**config.mk**
```make
export PLATFORM = sky130hd
export DESIGN_NAME = sbd_ctrl
export DESIGN_NICKNAME = d
export VERILOG_FILES = /design/src/hdl/sm_block_dispatcher_defines.svh /design/src/hdl/sbd_pkg.sv /design/src/hdl/sbd_ctrl.sv
export SDC_FILE = /design/constraint.sdc
export NUM_CORES = 1
export LEC_CHECK = 0
export ABC_AREA = 1
export BUFFER_PORTS_ARGS = -buffer_cell sky130_fd_sc_hd__buf_2
export CAP_MARGIN = 20
export CORE_AREA = 5 5 42 44
export CTS_BUF_LIST = sky130_fd_sc_hd__clkbuf_8
export CTS_CLUSTER_SIZE = 40
export DETAILED_ROUTE_END_ITERATION = 10
export DIE_AREA = 0 0 47 49
export PLACE_DENSITY_LB_ADDON = 0.15
export SLEW_MARGIN = 20
export SYNTH_ARGS = -nofsm -noshare
export SYNTH_HDL_FRONTEND = slang
export SYNTH_SLANG_ARGS = --single-unit
export TNS_END_PERCENT = 10
```
**constraint.sdc**
```tcl
create_clock -name clk -period 0.97 [get_ports clk]
set_input_delay 0.291 -clock clk [delete_from_list [all_inputs] [get_ports clk]]
set_output_delay 0.291 -clock clk [all_outputs]
set_load 0.01 [all_outputs]
```
**src/hdl/sm_block_dispatcher_defines.svh**
```systemverilog
// Assertion macros used by the block dispatcher top level.
`ifndef SM_BLOCK_DISPATCHER_DEFINES_SVH
`define SM_BLOCK_DISPATCHER_DEFINES_SVH

// Same-cycle implication, disabled while reset is asserted.
`define SBD_ASSERT(label, clk, rst_n, ante, cons, msg) \
	label: assert property (@(posedge clk) disable iff (!rst_n) (ante) |-> (cons)) \
	else $error(msg);

// Next-cycle implication, disabled while reset is asserted.
`define SBD_ASSERT_NEXT(label, clk, rst_n, ante, cons, msg) \
	label: assert property (@(posedge clk) disable iff (!rst_n) (ante) |=> (cons)) \
	else $error(msg);

`endif

```
**src/hdl/sbd_pkg.sv**
```systemverilog
// Shared types, widths and codes of the block dispatcher.
`default_nettype none
package sbd_pkg;
	localparam int NUM_SMS_DEF      = 8;
	localparam int SLOTS_PER_SM_DEF = 8;
	localparam int WARP_SIZE_DEF    = 32;

	localparam int KID_W    = 8;
	localparam int CNT_W    = 7;
	localparam int TPB_W    = 11;
	localparam int SHM_W    = 21;
	localparam int RPT_W    = 8;
	localparam int REC_W    = KID_W + TPB_W + SHM_W + RPT_W;
	localparam int WARPS_W  = 7;
	localparam int REGS_W   = 21;
	localparam int BLK_W    = 4;
	localparam int SMS_W    = 4;
	localparam int SMIDX_W  = 3;
	localparam int STAT_W   = 2;
	localparam int CFG_IDX_W  = 3;
	localparam int CFG_DATA_W = 21;

	// record layout: kernel id, threads, shared bytes, regs per thread
	localparam int REC_T_LO = KID_W;
	localparam int REC_S_LO = KID_W + TPB_W;
	localparam int REC_R_LO = KID_W + TPB_W + SHM_W;

	localparam logic [CNT_W-1:0] MAX_LAUNCH = 7'd64;

	localparam logic [CFG_IDX_W-1:0] CFG_WARPS_LIMIT  = 3'd0;
	localparam logic [CFG_IDX_W-1:0] CFG_SHARED_LIMIT = 3'd1;
	localparam logic [CFG_IDX_W-1:0] CFG_REGS_LIMIT   = 3'd2;
	localparam logic [CFG_IDX_W-1:0] CFG_BLOCKS_LIMIT = 3'd3;
	localparam logic [CFG_IDX_W-1:0] CFG_SMS_IN_USE   = 3'd4;

	localparam logic [WARPS_W-1:0] WARPS_LIMIT_RST  = 7'd64;
	localparam logic [SHM_W-1:0]   SHARED_LIMIT_RST = 21'd49152;
	localparam logic [REGS_W-1:0]  REGS_LIMIT_RST   = 21'd65536;
	localparam logic [BLK_W-1:0]   BLOCKS_LIMIT_RST = 4'd8;
	localparam logic [SMS_W-1:0]   SMS_IN_USE_RST   = 4'd8;

	localparam logic [STAT_W-1:0] STAT_PLACING    = 2'd0;
	localparam logic [STAT_W-1:0] STAT_ALL_PLACED = 2'd1;
	localparam logic [STAT_W-1:0] STAT_NO_FIT     = 2'd2;
	localparam logic [STAT_W-1:0] STAT_RELEASED   = 2'd3;

	localparam logic OP_LAUNCH  = 1'b0;
	localparam logic OP_RELEASE = 1'b1;

	typedef enum logic [1:0] {
		S_IDLE,
		S_WALK,
		S_SCAN,
		S_DRAIN
	} sbd_state_t;

	typedef struct packed {
		logic load;
		logic emit_empty;
		logic walk;
		logic scan;
		logic drain;
	} sbd_cmd_t;

	typedef struct packed {
		logic launch_empty;
		logic no_sms;
		logic walk_end;
		logic scan_end;
	} sbd_stat_t;
endpackage
`default_nettype wire

```
**src/hdl/sbd_ctrl.sv**
```systemverilog
// Sequencer of the block dispatcher: launch walk and release scan.
`default_nettype none
module sbd_ctrl (
	input  logic              clk,
	input  logic              arst_n,
	input  logic              start,
	input  logic              op,
	input  sbd_pkg::sbd_stat_t stat,
	output sbd_pkg::sbd_cmd_t  cmd,
	output logic              busy
);
	import sbd_pkg::*;

	sbd_state_t state_q, state_d;

	always_ff @(posedge clk or negedge arst_n) begin
		if (!arst_n) begin
			state_q <= S_IDLE;
		end else begin
			state_q <= state_d;
		end
	end

	always_comb begin
		state_d = state_q;
		cmd     = '0;
		busy    = 1'b1;
		case (state_q)
			S_IDLE: begin
				busy = 1'b0;
				if (start) begin
					cmd.load = 1'b1;
					if (op == OP_RELEASE) begin
						state_d = stat.no_sms ? S_DRAIN : S_SCAN;
					end else if (stat.launch_empty) begin
						cmd.emit_empty = 1'b1;
					end else begin
						state_d = S_WALK;
					end
				end
			end
			S_WALK: begin
				cmd.walk = 1'b1;
				if (stat.walk_end) begin
					state_d = S_IDLE;
				end
			end
			S_SCAN: begin
				cmd.scan = 1'b1;
				if (stat.scan_end) begin
					state_d = S_DRAIN;
				end
			end
			S_DRAIN: begin
				// last record of the scan retires this cycle
				cmd.drain = 1'b1;
				state_d   = S_IDLE;
			end
			default: begin
				state_d = S_IDLE;
			end
		endcase
	end
endmodule
`default_nettype wire

```
==> results.sh <==
export IMPL_status="finished, violations left"
export IMPL_failed_checks="negative setup slack"
export IMPL_max_vdd_ir_drop_mv=1.062
export IMPL_finalMaxSlewViolations=0
export IMPL_dr_first_iter_drc_count=3
export IMPL_synth_edff_count=0
export IMPL_antenna_violations_before_repair=0
export IMPL_criticalPathCategory="register to output port"
export IMPL_clock_latency_ps=210
export IMPL_post_synth_main_area_contributors="sky130_fd_sc_hd__dfrtp_1 (29%), sky130_fd_sc_hd__inv_1 (24%), sky130_fd_sc_hd__nand2_1 (24%), sky130_fd_sc_hd__nand3_1 (12%), sky130_fd_sc_hd__nor2_1 (6.5%)"
export IMPL_netlist_area_um2=173.9
export IMPL_wire_length_of_the_first_global_routing_pass_um=793
export IMPL_core_area_um2=1401
export IMPL_synth_ff_latch_count=2
export IMPL_routed_wl_um=523
export IMPL_finalWorstSetupSlack_ps=-340.9
export IMPL_final_core_util_pct=28.75
export IMPL_drt_antenna_violating_nets=0
export IMPL_clock_path_buffers=2
export IMPL_die_y_um=49
export IMPL_layout_worst_path_cycle_share_pct=135.1
export IMPL_rsz0062_at_grt="yes"
export IMPL_postSynthAreaPerCell_um2=5.270
export IMPL_n_fill_cell=160
export IMPL_fin_hold_ws_ps=358.9
export IMPL_arrival_ps=1020
export IMPL_grt_pass1_vias=232
export IMPL_worst_pin_slew_ps=133.2
export IMPL_floorplan_rows=14
export IMPL_grt_usage_pct=4.930
export IMPL_detail_route_vias_per_cell=3.466
export IMPL_syn_nets=41
export IMPL_synth_top_area_share_pct=28.78
export IMPL_floorplan_die_area_um2=2303
export IMPL_final_layout_size_suffix_gt1_share_pct=56.14
export IMPL_largest_register_ff_count=2
export IMPL_static_leakage_power_nw=0.2552
export IMPL_fin_cells=73
export IMPL_synthCells=33
export IMPL_portion_of_the_post_synthesis_area_used_by_sequential_elements_pct=28.78
export IMPL_report_power_total_w=0.001188
export IMPL_setup_viol_count_final=8
export IMPL_cp_required_ps=680
export IMPL_cts_htree_levels=1
export IMPL_hold_viol_final=0
export IMPL_io_pin_count=14
export IMPL_routed_via_count=253
export IMPL_effective_utilization_at_floorplan_pct=12.41
export IMPL_achievable_frequency_mhz=762.8
export IMPL_timing_slew_headroom_pct=91.10
export IMPL_layout_nets=67
export IMPL_numPlacedInstances=69
export IMPL_n_antenna_cell=0
export IMPL_tritoncts="built"
export IMPL_wire_length_per_cell_after_detailed_routing_um=7.164
export IMPL_synth_ff_type="sky130_fd_sc_hd__dfrtp_1"
export IMPL_dp_hpwl_um=456.1
export IMPL_cts_post_setup_buffers_inserted=0
export IMPL_cts_clk_slew_worst_paths_ps=30
export IMPL_post_synth_top_area_cell="sky130_fd_sc_hd__dfrtp_1"
export IMPL_layout_area_overhead_pct=131.7
export IMPL_grt_max_degree=6
export IMPL_cts_sinks=2
export IMPL_port_buffers=13
export IMPL_layout_top_registers="state_q: 2 flops"
export IMPL_async_reset_ff_share_pct=100.0
export IMPL_cts_buf_count=3
export IMPL_finClkSkew_ps=2.760
export IMPL_maxCapViolCount=0
export IMPL_critPathMaxFanout=3
export IMPL_cts_root_buffer="sky130_fd_sc_hd__clkbuf_8"
export IMPL_worst_hold_path_type="input pin to register"
export IMPL_startpoint_type="register"
export IMPL_synth_top_cells_by_count="sky130_fd_sc_hd__inv_1 (11), sky130_fd_sc_hd__nand2_1 (11), sky130_fd_sc_hd__nand3_1 (4)"
export IMPL_setup_worst_path_end_class="output port"
export IMPL_die_w_um=47
export IMPL_yosys_warnings=0
export IMPL_power_per_cell_area_nw_per_um2=2949
export IMPL_route_detailed_drc=0
export IMPL_detailedRoute_firstPassIterationCount=3
export IMPL_yosysUniqueCellTypes=7
export IMPL_final_period_minus_worst_setup_slack_ps=1311
export IMPL_grt_remaining_overflow=0
export IMPL_largest_register="state_q"
export IMPL_gp_congestion=0.6701
## cell usage in the layout, fill, tap and decap left out
master / n
sky130_fd_sc_hd__nand2_2: 2
sky130_fd_sc_hd__inv_4: 1
sky130_fd_sc_hd__buf_4: 5
sky130_fd_sc_hd__nor2_1: 2
sky130_fd_sc_hd__dlygate4sd3_1: 1
sky130_fd_sc_hd__clkbuf_8: 3
sky130_fd_sc_hd__nand2_1: 9
sky130_fd_sc_hd__buf_2: 12
sky130_fd_sc_hd__dfrtp_1: 2
sky130_fd_sc_hd__inv_2: 3
sky130_fd_sc_hd__inv_1: 7
sky130_fd_sc_hd__nand3_1: 3
sky130_fd_sc_hd__nand3_2: 1
sky130_fd_sc_hd__a21oi_1: 1
sky130_fd_sc_hd__nor3_4: 1
sky130_fd_sc_hd__nor2_2: 1
sky130_fd_sc_hd__buf_6: 3
## per-stage QoR
stage / instance area (µm²) / setup slack, ps / TNS, ps
after floorplan: 187.7 / -166.9 / -296.0
after global placement: 325.3 / -180.6 / -756.3
after detailed placement: 325.3 / -189.2 / -782.3
after CTS: 385.4 / -347.3 / -1912
after global routing: 402.9 / -427.2 / -2211
final: 402.9 / -340.9 / -1755
## final cells by class
| cell class | instances | area (µm²) | area share (%) |
|---|---|---|---|
| well taps | 16 | 20.02 | 4.969 |
| repair buffers | 21 | 141.4 | 35.09 |
| inverters | 11 | 43.79 | 10.87 |
| multi-input cells | 20 | 106.4 | 26.40 |
| clock buffers | 3 | 41.29 | 10.25 |
| flip-flops and latches | 2 | 50.05 | 12.42 |
## worst paths after layout
path                            start  slack [ps]  cells past startpoint          to
setup / recovery           state_q[0]        -340                      4      cmd[3]
hold / removal                stat[1]         360                      4  state_q[0]
setup reg to reg           state_q[0]         -30                      7  state_q[1]
hold reg to reg            state_q[0]         670                      3  state_q[0]
max in group asynchronous      arst_n         480                      2  state_q[1]
min in group asynchronous      arst_n         390                      2  state_q[0]
## power by group
part | total (W) | internal (W) | switching (W) | leakage (nW)
clock | 0.000320 | 0.000262 | 0.0000581 | 0.0216
combinational | 0.000712 | 0.000346 | 0.000365 | 0.209
sequential | 0.000156 | 0.000125 | 0.0000311 | 0.0249
total | 0.00119 | 0.000733 | 0.000455 | 0.255
## layer usage
layer  track usage [%]  part of all wire (%)  vias to the layer above
li1                  -                     -                      146
met1             5.495                    45                       95
met2             6.787                    41                       12
met3             4.428                    14                        0
met4             1.382                     0                        0
met5                 0                     0                        -
## worst max-delay path: stages, from the launching register on
cell and delay, ps:
sky130_fd_sc_hd__dfrtp_1 380, sky130_fd_sc_hd__nor2_2 140, sky130_fd_sc_hd__inv_2 70, sky130_fd_sc_hd__nor3_4 90, sky130_fd_sc_hd__buf_2 140
## repair_timing
item	CTS	global route
pin swaps	2	3
hold buffers	1	0
hold endpoints to repair	2	0
endpoints found under the setup margin	8	8
gates resized for setup	4	6
## logic make-up after synthesis
logic type      Yosys count  synth area share [%]
simple gates             19                 44.60
buf+inv                  11                 23.74
flops                     2                 28.78
compound gates            1                 2.875
No activity file was read; power rests on OpenSTA's default activity.
