**src/hdl/sm_block_dispatcher_defines.svh**
```systemverilog
// Assertion macros used by the block dispatcher top level.
`ifndef SM_BLOCK_DISPATCHER_DEFINES_SVH
`define SM_BLOCK_DISPATCHER_DEFINES_SVH

// Same-cycle implication, disabled while reset is asserted.
`define SBD_ASSERT(label, clk, rst_n, ante, cons, msg) \
	label: assert property (@(posedge clk) disable iff (!rst_n) (ante) |-> (cons)) \
	else $error(msg);

// Next-cycle implication, disabled while reset is asserted.
`define SBD_ASSERT_NEXT(label, clk, rst_n, ante, cons, msg) \
	label: assert property (@(posedge clk) disable iff (!rst_n) (ante) |=> (cons)) \
	else $error(msg);

`endif

```
**src/hdl/sbd_pkg.sv**
```systemverilog
// Shared types, widths and codes of the block dispatcher.
`default_nettype none
package sbd_pkg;
	localparam int NUM_SMS_DEF      = 8;
	localparam int SLOTS_PER_SM_DEF = 8;
	localparam int WARP_SIZE_DEF    = 32;

	localparam int KID_W    = 8;
	localparam int CNT_W    = 7;
	localparam int TPB_W    = 11;
	localparam int SHM_W    = 21;
	localparam int RPT_W    = 8;
	localparam int REC_W    = KID_W + TPB_W + SHM_W + RPT_W;
	localparam int WARPS_W  = 7;
	localparam int REGS_W   = 21;
	localparam int BLK_W    = 4;
	localparam int SMS_W    = 4;
	localparam int SMIDX_W  = 3;
	localparam int STAT_W   = 2;
	localparam int CFG_IDX_W  = 3;
	localparam int CFG_DATA_W = 21;

	// record layout: kernel id, threads, shared bytes, regs per thread
	localparam int REC_T_LO = KID_W;
	localparam int REC_S_LO = KID_W + TPB_W;
	localparam int REC_R_LO = KID_W + TPB_W + SHM_W;

	localparam logic [CNT_W-1:0] MAX_LAUNCH = 7'd64;

	localparam logic [CFG_IDX_W-1:0] CFG_WARPS_LIMIT  = 3'd0;
	localparam logic [CFG_IDX_W-1:0] CFG_SHARED_LIMIT = 3'd1;
	localparam logic [CFG_IDX_W-1:0] CFG_REGS_LIMIT   = 3'd2;
	localparam logic [CFG_IDX_W-1:0] CFG_BLOCKS_LIMIT = 3'd3;
	localparam logic [CFG_IDX_W-1:0] CFG_SMS_IN_USE   = 3'd4;

	localparam logic [WARPS_W-1:0] WARPS_LIMIT_RST  = 7'd64;
	localparam logic [SHM_W-1:0]   SHARED_LIMIT_RST = 21'd49152;
	localparam logic [REGS_W-1:0]  REGS_LIMIT_RST   = 21'd65536;
	localparam logic [BLK_W-1:0]   BLOCKS_LIMIT_RST = 4'd8;
	localparam logic [SMS_W-1:0]   SMS_IN_USE_RST   = 4'd8;

	localparam logic [STAT_W-1:0] STAT_PLACING    = 2'd0;
	localparam logic [STAT_W-1:0] STAT_ALL_PLACED = 2'd1;
	localparam logic [STAT_W-1:0] STAT_NO_FIT     = 2'd2;
	localparam logic [STAT_W-1:0] STAT_RELEASED   = 2'd3;

	localparam logic OP_LAUNCH  = 1'b0;
	localparam logic OP_RELEASE = 1'b1;

	typedef enum logic [1:0] {
		S_IDLE,
		S_WALK,
		S_SCAN,
		S_DRAIN
	} sbd_state_t;

	typedef struct packed {
		logic load;
		logic emit_empty;
		logic walk;
		logic scan;
		logic drain;
	} sbd_cmd_t;

	typedef struct packed {
		logic launch_empty;
		logic no_sms;
		logic walk_end;
		logic scan_end;
	} sbd_stat_t;
endpackage
`default_nettype wire

```
**src/hdl/sbd_ram.sv**
```systemverilog
// Generic single-write, single-read RAM with registered read data.
`default_nettype none
module sbd_ram #(
	parameter int WIDTH = 8,
	parameter int DEPTH = 16
) (
	input  logic                                    clk,
	input  logic                                    we,
	input  logic [((DEPTH > 1) ? $clog2(DEPTH) : 1)-1:0] waddr,
	input  logic [WIDTH-1:0]                        wdata,
	input  logic                                    re,
	input  logic [((DEPTH > 1) ? $clog2(DEPTH) : 1)-1:0] raddr,
	output logic [WIDTH-1:0]                        rdata
);
	logic [WIDTH-1:0] mem_q [DEPTH];

	always_ff @(posedge clk) begin
		if (we) begin
			mem_q[waddr] <= wdata;
		end
		if (re) begin
			rdata <= mem_q[raddr];
		end
	end
endmodule
`default_nettype wire

```
**src/hdl/sbd_datapath.sv**
```systemverilog
// Datapath: limits, per-SM usage, slot records, fit test and results.
`default_nettype none
module sbd_datapath #(
	parameter int NUM_SMS      = sbd_pkg::NUM_SMS_DEF,
	parameter int SLOTS_PER_SM = sbd_pkg::SLOTS_PER_SM_DEF,
	parameter int WARP_SIZE    = sbd_pkg::WARP_SIZE_DEF
) (
	input  logic                              clk,
	input  logic                              arst_n,
	input  sbd_pkg::sbd_cmd_t                 cmd,
	output sbd_pkg::sbd_stat_t                stat,
	input  logic [sbd_pkg::KID_W-1:0]         kernel_id,
	input  logic [sbd_pkg::CNT_W-1:0]         block_count,
	input  logic [sbd_pkg::TPB_W-1:0]         thread_count,
	input  logic [sbd_pkg::SHM_W-1:0]         shared_per_block,
	input  logic [sbd_pkg::RPT_W-1:0]         regs_per_thread,
	input  logic                              cfg_valid,
	output logic                              cfg_ready,
	input  logic [sbd_pkg::CFG_IDX_W-1:0]     cfg_index,
	input  logic [sbd_pkg::CFG_DATA_W-1:0]    cfg_data,
	output logic                              result_valid,
	output logic [sbd_pkg::SMIDX_W-1:0]       sm_index,
	output logic                              placed,
	output logic [sbd_pkg::STAT_W-1:0]        status,
	output logic [sbd_pkg::CNT_W-1:0]         unplaced,
	output logic                              last
);
	import sbd_pkg::*;

	localparam int SW    = (NUM_SMS > 1) ? $clog2(NUM_SMS) : 1;
	localparam int JW    = (SLOTS_PER_SM > 1) ? $clog2(SLOTS_PER_SM) : 1;
	localparam int BW    = $clog2(SLOTS_PER_SM + 1);
	localparam int IW    = $clog2(NUM_SMS + 4);
	localparam int DEPTH = NUM_SMS * SLOTS_PER_SM;
	localparam int AW    = (DEPTH > 1) ? $clog2(DEPTH) : 1;
	localparam int RW    = TPB_W + RPT_W;
	// warp rounding: multiply by a scaled reciprocal of the warp size,
	// exact for every rounded thread count below 2^(TPB_W+1)
	localparam int WK    = TPB_W + 8;
	localparam int PW    = TPB_W + WK + 2;
	localparam longint unsigned WM = ((64'd1 << WK) + WARP_SIZE - 1) / WARP_SIZE;

	// configuration
	logic [WARPS_W-1:0] warps_lim_q;
	logic [SHM_W-1:0]   shared_lim_q;
	logic [REGS_W-1:0]  regs_lim_q;
	logic [BLK_W-1:0]   blocks_lim_q;
	logic [SMS_W-1:0]   sms_q;

	assign cfg_ready = 1'b1;

	always_ff @(posedge clk or negedge arst_n) begin
		if (!arst_n) begin
			warps_lim_q  <= WARPS_LIMIT_RST;
			shared_lim_q <= SHARED_LIMIT_RST;
			regs_lim_q   <= REGS_LIMIT_RST;
			blocks_lim_q <= BLOCKS_LIMIT_RST;
			sms_q        <= SMS_IN_USE_RST;
		end else if (cfg_valid) begin
			case (cfg_index)
				CFG_WARPS_LIMIT:  warps_lim_q  <= cfg_data[WARPS_W-1:0];
				CFG_SHARED_LIMIT: shared_lim_q <= cfg_data[SHM_W-1:0];
				CFG_REGS_LIMIT:   regs_lim_q   <= cfg_data[REGS_W-1:0];
				CFG_BLOCKS_LIMIT: blocks_lim_q <= cfg_data[BLK_W-1:0];
				CFG_SMS_IN_USE:   sms_q        <= cfg_data[SMS_W-1:0];
				default: ;
			endcase
		end
	end

	logic [IW-1:0] eff_sms;
	logic [BW-1:0] eff_blk;

	assign eff_sms = (7'(sms_q) > 7'(NUM_SMS)) ? IW'(NUM_SMS) : IW'(sms_q);
	assign eff_blk = (6'(blocks_lim_q) > 6'(SLOTS_PER_SM)) ? BW'(SLOTS_PER_SM)
		: BW'(blocks_lim_q);

	// launch operands, captured at accept
	logic [KID_W-1:0] kid_q;
	logic [CNT_W-1:0] n_q;
	logic [TPB_W-1:0] t_q;
	logic [SHM_W-1:0] s_q;
	logic [RPT_W-1:0] rpt_q;
	logic [TPB_W-1:0] w_q;
	logic [RW-1:0]    r_q;
	logic [TPB_W:0]   in_tsum;
	logic [PW-1:0]    in_wprod;

	assign in_tsum  = (TPB_W+1)'(thread_count) + (TPB_W+1)'(WARP_SIZE - 1);
	assign in_wprod = PW'(in_tsum) * PW'(WM);

	always_ff @(posedge clk) begin
		if (cmd.load) begin
			kid_q <= kernel_id;
			n_q   <= (block_count > MAX_LAUNCH) ? MAX_LAUNCH : block_count;
			t_q   <= thread_count;
			s_q   <= shared_per_block;
			rpt_q <= regs_per_thread;
			w_q   <= TPB_W'(in_wprod >> WK);
			r_q   <= RW'(thread_count) * RW'(regs_per_thread);
		end
	end

	// per-SM usage
	logic [BW-1:0]      blk_cnt_q [NUM_SMS];
	logic [WARPS_W-1:0] used_w_q  [NUM_SMS];
	logic [SHM_W-1:0]   used_s_q  [NUM_SMS];
	logic [REGS_W-1:0]  used_r_q  [NUM_SMS];

	// launch walk
	logic [IW-1:0]    i_q;
	logic             even_q;
	logic             retry_q;
	logic [CNT_W-1:0] count_q;

	logic          boundary, fail, fits, place, all_done;
	logic [IW-1:0] i_eff;
	logic [SW-1:0] wi;
	logic [AW-1:0] place_addr;

	always_comb begin
		boundary = (i_q >= eff_sms);
		i_eff    = boundary ? (even_q ? IW'(1) : IW'(0)) : i_q;
		fail     = boundary && retry_q;
		wi       = i_eff[SW-1:0];
		fits     = (i_eff < eff_sms)
			&& (blk_cnt_q[wi] < eff_blk)
			&& ((12'(used_w_q[wi]) + 12'(w_q)) <= 12'(warps_lim_q))
			&& ((22'(used_s_q[wi]) + 22'(s_q)) <= 22'(shared_lim_q))
			&& ((22'(used_r_q[wi]) + 22'(r_q)) <= 22'(regs_lim_q));
		place    = cmd.walk && !fail && fits;
		all_done = place && ((count_q + CNT_W'(1)) == n_q);
		place_addr = AW'(AW'(wi) * AW'(SLOTS_PER_SM) + AW'(blk_cnt_q[wi][JW-1:0]));
	end

	always_ff @(posedge clk or negedge arst_n) begin
		if (!arst_n) begin
			i_q     <= '0;
			even_q  <= 1'b1;
			retry_q <= 1'b0;
			count_q <= '0;
		end else if (cmd.load) begin
			i_q     <= '0;
			even_q  <= 1'b1;
			retry_q <= 1'b0;
			count_q <= '0;
		end else if (cmd.walk && !fail) begin
			i_q <= i_eff + IW'(2);
			if (boundary) begin
				even_q  <= ~even_q;
				retry_q <= 1'b1;
			end
			if (place) begin
				retry_q <= 1'b0;
				count_q <= count_q + CNT_W'(1);
			end
		end
	end

	// release scan: issue side
	logic [IW-1:0] sm_r_q;
	logic [JW-1:0] j_r_q;
	logic [SW-1:0] si;
	logic          has, tok_last, scan_re;
	logic [AW-1:0] scan_raddr;

	always_comb begin
		si         = sm_r_q[SW-1:0];
		has        = (blk_cnt_q[si] != '0);
		tok_last   = !has || ((BW'(j_r_q) + BW'(1)) == blk_cnt_q[si]);
		scan_re    = cmd.scan && has;
		scan_raddr = AW'(AW'(si) * AW'(SLOTS_PER_SM) + AW'(j_r_q));
	end

	// release scan: retire side, one slot behind the issue
	logic          tok_v_s1, tok_rec_s1, tok_last_s1;
	logic [SW-1:0] tok_sm_s1;
	logic [BW-1:0]      wr_q;
	logic [WARPS_W-1:0] acc_w_q;
	logic [SHM_W-1:0]   acc_s_q;
	logic [REGS_W-1:0]  acc_r_q;

	always_ff @(posedge clk or negedge arst_n) begin
		if (!arst_n) begin
			sm_r_q   <= '0;
			j_r_q    <= '0;
			tok_v_s1 <= 1'b0;
		end else if (cmd.load) begin
			sm_r_q   <= '0;
			j_r_q    <= '0;
			tok_v_s1 <= 1'b0;
		end else begin
			tok_v_s1 <= cmd.scan;
			if (cmd.scan) begin
				if (tok_last) begin
					sm_r_q <= sm_r_q + IW'(1);
					j_r_q  <= '0;
				end else begin
					j_r_q <= j_r_q + JW'(1);
				end
			end
		end
	end

	always_ff @(posedge clk) begin
		if (cmd.scan) begin
			tok_rec_s1  <= has;
			tok_last_s1 <= tok_last;
			tok_sm_s1   <= si;
		end
	end

	logic [REC_W-1:0]   rd;
	logic [TPB_W-1:0]   rd_t;
	logic [TPB_W:0]     rd_tsum;
	logic [PW-1:0]      rd_wprod;
	logic [TPB_W-1:0]   rd_w;
	logic [RW-1:0]      rd_r;
	logic               keep, fin;
	logic [WARPS_W-1:0] nacc_w;
	logic [SHM_W-1:0]   nacc_s;
	logic [REGS_W-1:0]  nacc_r;
	logic [BW-1:0]      nwr;
	logic [AW-1:0]      scan_waddr;

	always_comb begin
		rd_t     = rd[REC_T_LO +: TPB_W];
		rd_tsum  = (TPB_W+1)'(rd_t) + (TPB_W+1)'(WARP_SIZE - 1);
		rd_wprod = PW'(rd_tsum) * PW'(WM);
		rd_w     = TPB_W'(rd_wprod >> WK);
		rd_r     = RW'(rd_t) * RW'(rd[REC_R_LO +: RPT_W]);
		keep     = tok_v_s1 && tok_rec_s1 && (rd[KID_W-1:0] != kid_q);
		fin      = tok_v_s1 && tok_last_s1;
		nacc_w   = acc_w_q + (keep ? WARPS_W'(rd_w) : '0);
		nacc_s   = acc_s_q + (keep ? rd[REC_S_LO +: SHM_W] : '0);
		nacc_r   = acc_r_q + (keep ? REGS_W'(rd_r) : '0);
		nwr      = wr_q + (keep ? BW'(1) : '0);
		scan_waddr = AW'(AW'(tok_sm_s1) * AW'(SLOTS_PER_SM) + AW'(wr_q[JW-1:0]));
	end

	always_ff @(posedge clk or negedge arst_n) begin
		if (!arst_n) begin
			wr_q    <= '0;
			acc_w_q <= '0;
			acc_s_q <= '0;
			acc_r_q <= '0;
		end else if (cmd.load || fin) begin
			wr_q    <= '0;
			acc_w_q <= '0;
			acc_s_q <= '0;
			acc_r_q <= '0;
		end else if (tok_v_s1) begin
			wr_q    <= nwr;
			acc_w_q <= nacc_w;
			acc_s_q <= nacc_s;
			acc_r_q <= nacc_r;
		end
	end

	// usage update: placement adds, end of a scanned SM rewrites
	always_ff @(posedge clk or negedge arst_n) begin
		if (!arst_n) begin
			for (int k = 0; k < NUM_SMS; k++) begin
				blk_cnt_q[k] <= '0;
				used_w_q[k]  <= '0;
				used_s_q[k]  <= '0;
				used_r_q[k]  <= '0;
			end
		end else if (place) begin
			blk_cnt_q[wi] <= blk_cnt_q[wi] + BW'(1);
			used_w_q[wi]  <= used_w_q[wi] + WARPS_W'(w_q);
			used_s_q[wi]  <= used_s_q[wi] + s_q;
			used_r_q[wi]  <= used_r_q[wi] + REGS_W'(r_q);
		end else if (fin) begin
			blk_cnt_q[tok_sm_s1] <= nwr;
			used_w_q[tok_sm_s1]  <= nacc_w;
			used_s_q[tok_sm_s1]  <= nacc_s;
			used_r_q[tok_sm_s1]  <= nacc_r;
		end
	end

	// slot records
	logic             ram_we;
	logic [AW-1:0]    ram_waddr;
	logic [REC_W-1:0] ram_wdata;

	assign ram_we    = place || keep;
	assign ram_waddr = place ? place_addr : scan_waddr;
	assign ram_wdata = place ? {rpt_q, s_q, t_q, kid_q} : rd;

	sbd_ram #(
		.WIDTH (REC_W),
		.DEPTH (DEPTH)
	) u_slots (
		.clk   (clk),
		.we    (ram_we),
		.waddr (ram_waddr),
		.wdata (ram_wdata),
		.re    (scan_re),
		.raddr (scan_raddr),
		.rdata (rd)
	);

	// status to the sequencer
	always_comb begin
		stat.launch_empty = (block_count == '0);
		stat.no_sms       = (eff_sms == '0);
		stat.walk_end     = cmd.walk && (fail || all_done);
		stat.scan_end     = cmd.scan && tok_last && ((sm_r_q + IW'(1)) >= eff_sms);
	end

	// result register
	logic                result_valid_q;
	logic [SMIDX_W-1:0]  sm_index_q;
	logic                placed_q;
	logic [STAT_W-1:0]   status_q;
	logic [CNT_W-1:0]    unplaced_q;
	logic                last_q;
	logic                emit_fail;

	assign emit_fail = cmd.walk && fail;

	always_ff @(posedge clk or negedge arst_n) begin
		if (!arst_n) begin
			result_valid_q <= 1'b0;
		end else begin
			result_valid_q <= cmd.emit_empty || place || emit_fail || cmd.drain;
		end
	end

	always_ff @(posedge clk) begin
		sm_index_q <= place ? SMIDX_W'(i_eff) : '0;
		placed_q   <= place;
		unplaced_q <= emit_fail ? (n_q - count_q) : '0;
		last_q     <= cmd.emit_empty || all_done || emit_fail || cmd.drain;
		if (cmd.drain) begin
			status_q <= STAT_RELEASED;
		end else if (emit_fail) begin
			status_q <= STAT_NO_FIT;
		end else if (cmd.emit_empty || all_done) begin
			status_q <= STAT_ALL_PLACED;
		end else begin
			status_q <= STAT_PLACING;
		end
	end

	assign result_valid = result_valid_q;
	assign sm_index     = sm_index_q;
	assign placed       = placed_q;
	assign status       = status_q;
	assign unplaced     = unplaced_q;
	assign last         = last_q;
endmodule
`default_nettype wire

```
**config.mk**
```make
export PLATFORM = sky130hd
export DESIGN_NAME = sbd_datapath
export DESIGN_NICKNAME = d
export VERILOG_FILES = /design/src/hdl/sm_block_dispatcher_defines.svh /design/src/hdl/sbd_pkg.sv /design/src/hdl/sbd_ram.sv /design/src/hdl/sbd_datapath.sv
export SDC_FILE = /design/constraint.sdc
export NUM_CORES = 2
export LEC_CHECK = 0
export ABC_AREA = 0
export BUFFER_PORTS_ARGS = -buffer_cell sky130_fd_sc_hd__buf_2
export CAP_MARGIN = 40
export CORE_UTILIZATION = 29
export CTS_BUF_LIST = sky130_fd_sc_hd__clkbuf_2
export CTS_CLUSTER_DIAMETER = 100
export DETAILED_ROUTE_END_ITERATION = 8
export RECOVER_POWER = 50
export SYNTH_ARGS = -nofsm -noshare
export SYNTH_HDL_FRONTEND = slang
export SYNTH_HIERARCHICAL = 1
export SYNTH_SLANG_ARGS = --single-unit
```
**constraint.sdc**
```tcl
create_clock -name clk -period 10.7 [get_ports clk]
set_input_delay 1.07 -clock clk [delete_from_list [all_inputs] [get_ports clk]]
set_output_delay 1.07 -clock clk [all_outputs]
set_load 0.02 [all_outputs]
```
==> impl_metrics.toml <==
[outcome]
status = "finished, violations left"
violations = "max-capacitance violations, max-slew violations"

[synthesis]
async_flop_share_pct = 14.7
ys_seq_area_share_pct = 68.9
synth_flop_cell = "edfxtp_1"
ys_warn_count = 6
syn_inst = 9784
ys_types = 96
synth.area.top_cells = "edfxtp_1, mux4_2, dfrtp_1, nand2_1, ha_1"
yosysTopAreaCell = "edfxtp_1"
syn_area_per_cell_um2 = 16.4
yosysTopAreaCellShare_pct = 60.0
synth_edf_count = 3206
ys_ff_latch = 3776
synth_fp_nets = 10200
mappedNetlistArea_um2 = 160000

[sta]
fin_hold_ws_ns = 0.300
setup_tns_ns = 0
period_share_pct = 97.9
drv_slew = 720
finClkSkew_ns = 0.274
fmax_mhz = 95.5
finalCriticalPeriod_ns = 10.47
hold_viol = 0
worst_slew_pin_slew_ns = 8.29
maxSlewHeadroom_pct = -452
setup_viol = 0

[setup_path]
critPathLaunchType = "register"
r2r-end = "u_slots/rdata[46]"
end_kind = "output pin"
r2r_start = "sm_r_q[0]"
crit_start = "sms_q[3]"
cp_slowest_cell = "dfstp_2"
path_class = "register to output pin"
endpoint = "stat[1]"
required_ns = 9.63
crit_path_frequent_cell = "nand3_1"
worstPathArrival_ns = 9.40
slowest_delay_ns = 0.58
cp_max_fo = 17
reg2reg_depth = 7
r2r_slack_ns = 0.45

[drt]
routedWlPerCell_um = 26.6
drtIter0Drc = 12400
dr.pass1.iters = 8
antenna_left = 0
drc = 0
via_count = 100000
viasPerCell = 5.28
wl_um = 506000

[global_routing]
overflow = 0
grt_use_total_pct = 17.5
grt_max_degree = 146
grt_pass1_vias = 99300
grt_pass1_wl_um = 720000
antenna_found_initial = 46

[floorplanning]
core_um2 = 550000
chipWidth_um = 746
rows = 272
die_y_um = 746
io_pins = 107
dieArea_um2 = 556000
start_util_pct = 29.2

[pwr]
power_density_nw_per_um2 = 265
leakage_nw = 63.8
peakVddDrop_v = 0.000336

[clocking]
cts_buffers = 926
clkLatencyLatePin_ns = 2.44
cts_sinks = 3776
cts_tree = "done"
htree_num_levels = 6
clkSlewWorstSetupHoldPaths_ns = 0.10
clk_path_buf_depth = 4
root_buffer = "clkbuf_2"

[place]
portBuffers = 105
place_hpwl_um = 310000
gp_congestion = 0.871

[final_layout]
area_growth_pct = 15.0
num-nets-final = 11400
drive_gt1_share_pct = 25.5

[hold_path]
min_from = "kernel_id[5]"
min_path_type = "input pin to register"

[flow_run]
maxCapViolations = 19
==> routing by layer <==
layer | GRT usage (%) | vias to the layer above | routed length [µm]
met3 | 3.96 | 990 | 50400
li1 | - | 41500 | -
met2 | 28.0 | 5721 | 235000
met4 | 6.03 | 14 | 17400
met1 | 23.7 | 52000 | 203000
met5 | 0 | - | 103
==> synth_stat cells (115+ instances only) <==
cell type	n
edfxtp_1	3206
nand2_1	1074
mux4_2	766
nor2_1	575
dfrtp_1	549
nand3_1	307
a221o_1	277
clkbuf_1	259
ha_1	250
inv_1	232
o21ai_0	213
a21oi_1	196
buf_2	195
a22oi_1	145
and2_1	126
o22ai_1	126
fa_1	115
==> layout make-up <==
| class | count | area [µm²] |
|---|---|---|
| sequential | 3776 | 110000 |
| clock buffer | 1318 | 6600 |
| antenna | 13 | 32.5 |
| clock inverter | 339 | 1770 |
| inverter | 234 | 917 |
| timing repair buffer | 861 | 8150 |
| fill | 53200 | 365000 |
| tap | 7261 | 9080 |
| multi-input combinational | 5197 | 47500 |
==> worst max-delay path, delay by kind of cell (launching register included) <==
kind,cells,cell delay (ns)
compound gates,10,1.95
xor+xnor,1,0.20
buf+inv,8,1.20
flops,1,0.58
fa+ha+maj,3,0.99
simple gates,12,2.19
==> state kept, by name, summed over array words and instances, names as in the netlist, 8 cells and up <==
signal	flops
used_r_q	168
t_q	11
u_slots/rdata	48
blk_cnt_q	32
acc_r_q	21
kid_q	8
r_q	19
regs_lim_q	21
s_q	21
rpt_q	8
used_w_q	56
shared_lim_q	21
acc_s_q	21
u_slots/mem_q	3072
used_s_q	168
==> cell families after synthesis <==
group | after synthesis | synth area share (%)
flops | 3776 | 68.9
mux | 869 | 11.4
other cells | 1 | 0.00234
compound gates | 1447 | 6.75
fa+ha+maj | 365 | 3.38
buf+inv | 812 | 2.32
xor+xnor | 155 | 0.846
simple gates | 2359 | 6.41
==> worst min path at each step <==
| stage | endpoint | slack (ns) | depth (start not counted) |
|---|---|---|---|
| final | kid_q[5] | 0.30 | 3 |
| after global routing | kid_q[5] | 0.19 | 3 |
| after CTS | kid_q[0] | 0.03 | 3 |
| after detailed placement | used_r_q[160] | 0.46 | 2 |
| after global placement | used_s_q[0] | 0.45 | 2 |
| after floorplan | used_r_q[118] | 0.44 | 2 |
==> what timing repair did <==
item                                    4_1_cts  5_1_grt
endpoints found under the setup margin        1        1
cloned                                       10        1
hold buffers                                257        0
resized for setup                            75       44
hold endpoints to repair                    734        0
setup buffers                                26        3
pin swaps                                    16        9
==> where the power goes <==
part | total (mW) | internal (mW) | switching, mW
clock | 9.54 | 3.54 | 6.00
combinational | 19.0 | 6.76 | 12.3
sequential | 20.3 | 19.5 | 0.724
==> per-stage QoR <==
| step | area, µm² | utilization (%) | std cells | setup slack [ns] | power [mW] |
|---|---|---|---|---|---|
| after CTS | 185000 | 33.6 | 19000 | 0.0549 | 48.8 |
| final | 184000 | 33.5 | 19000 | 0.227 | 48.8 |
| after global placement | 172000 | 31.3 | 17000 | 0.599 | 38.2 |
| after floorplan | 160000 | - | 9784 | -0.129 | 32.4 |
| after global routing | 184000 | 33.5 | 19000 | -0.122 | 51.3 |
| after detailed placement | 173000 | 31.4 | 17000 | 0.621 | 38.7 |
==> cell usage in the layout (no fill, tap or decap), types with 72 or more instances in the layout <==
master         netlist  layout
a21oi_1            196     180
a221o_1            277     277
a221oi_1            88      87
a22o_1              72      72
a22oi_1            145     145
and2_1             126     117
buf_4               63     346
clkbuf_1           259      84
clkbuf_2             3    1321
clkinv_1             2     247
dfrtp_1            549     545
dlygate4sd3_1        0     255
edfxtp_1          3206    3206
fa_1               115     113
ha_1               250     243
inv_1              232     230
mux2i_1             77      77
mux4_2             766     766
nand2_1           1074    1020
nand3_1            307     305
nor2_1             575     509
nor2_4               1      75
o21ai_0            213     194
o22ai_1            126     124
xnor2_1             91      87
Power figures use the tool's default switching activity.
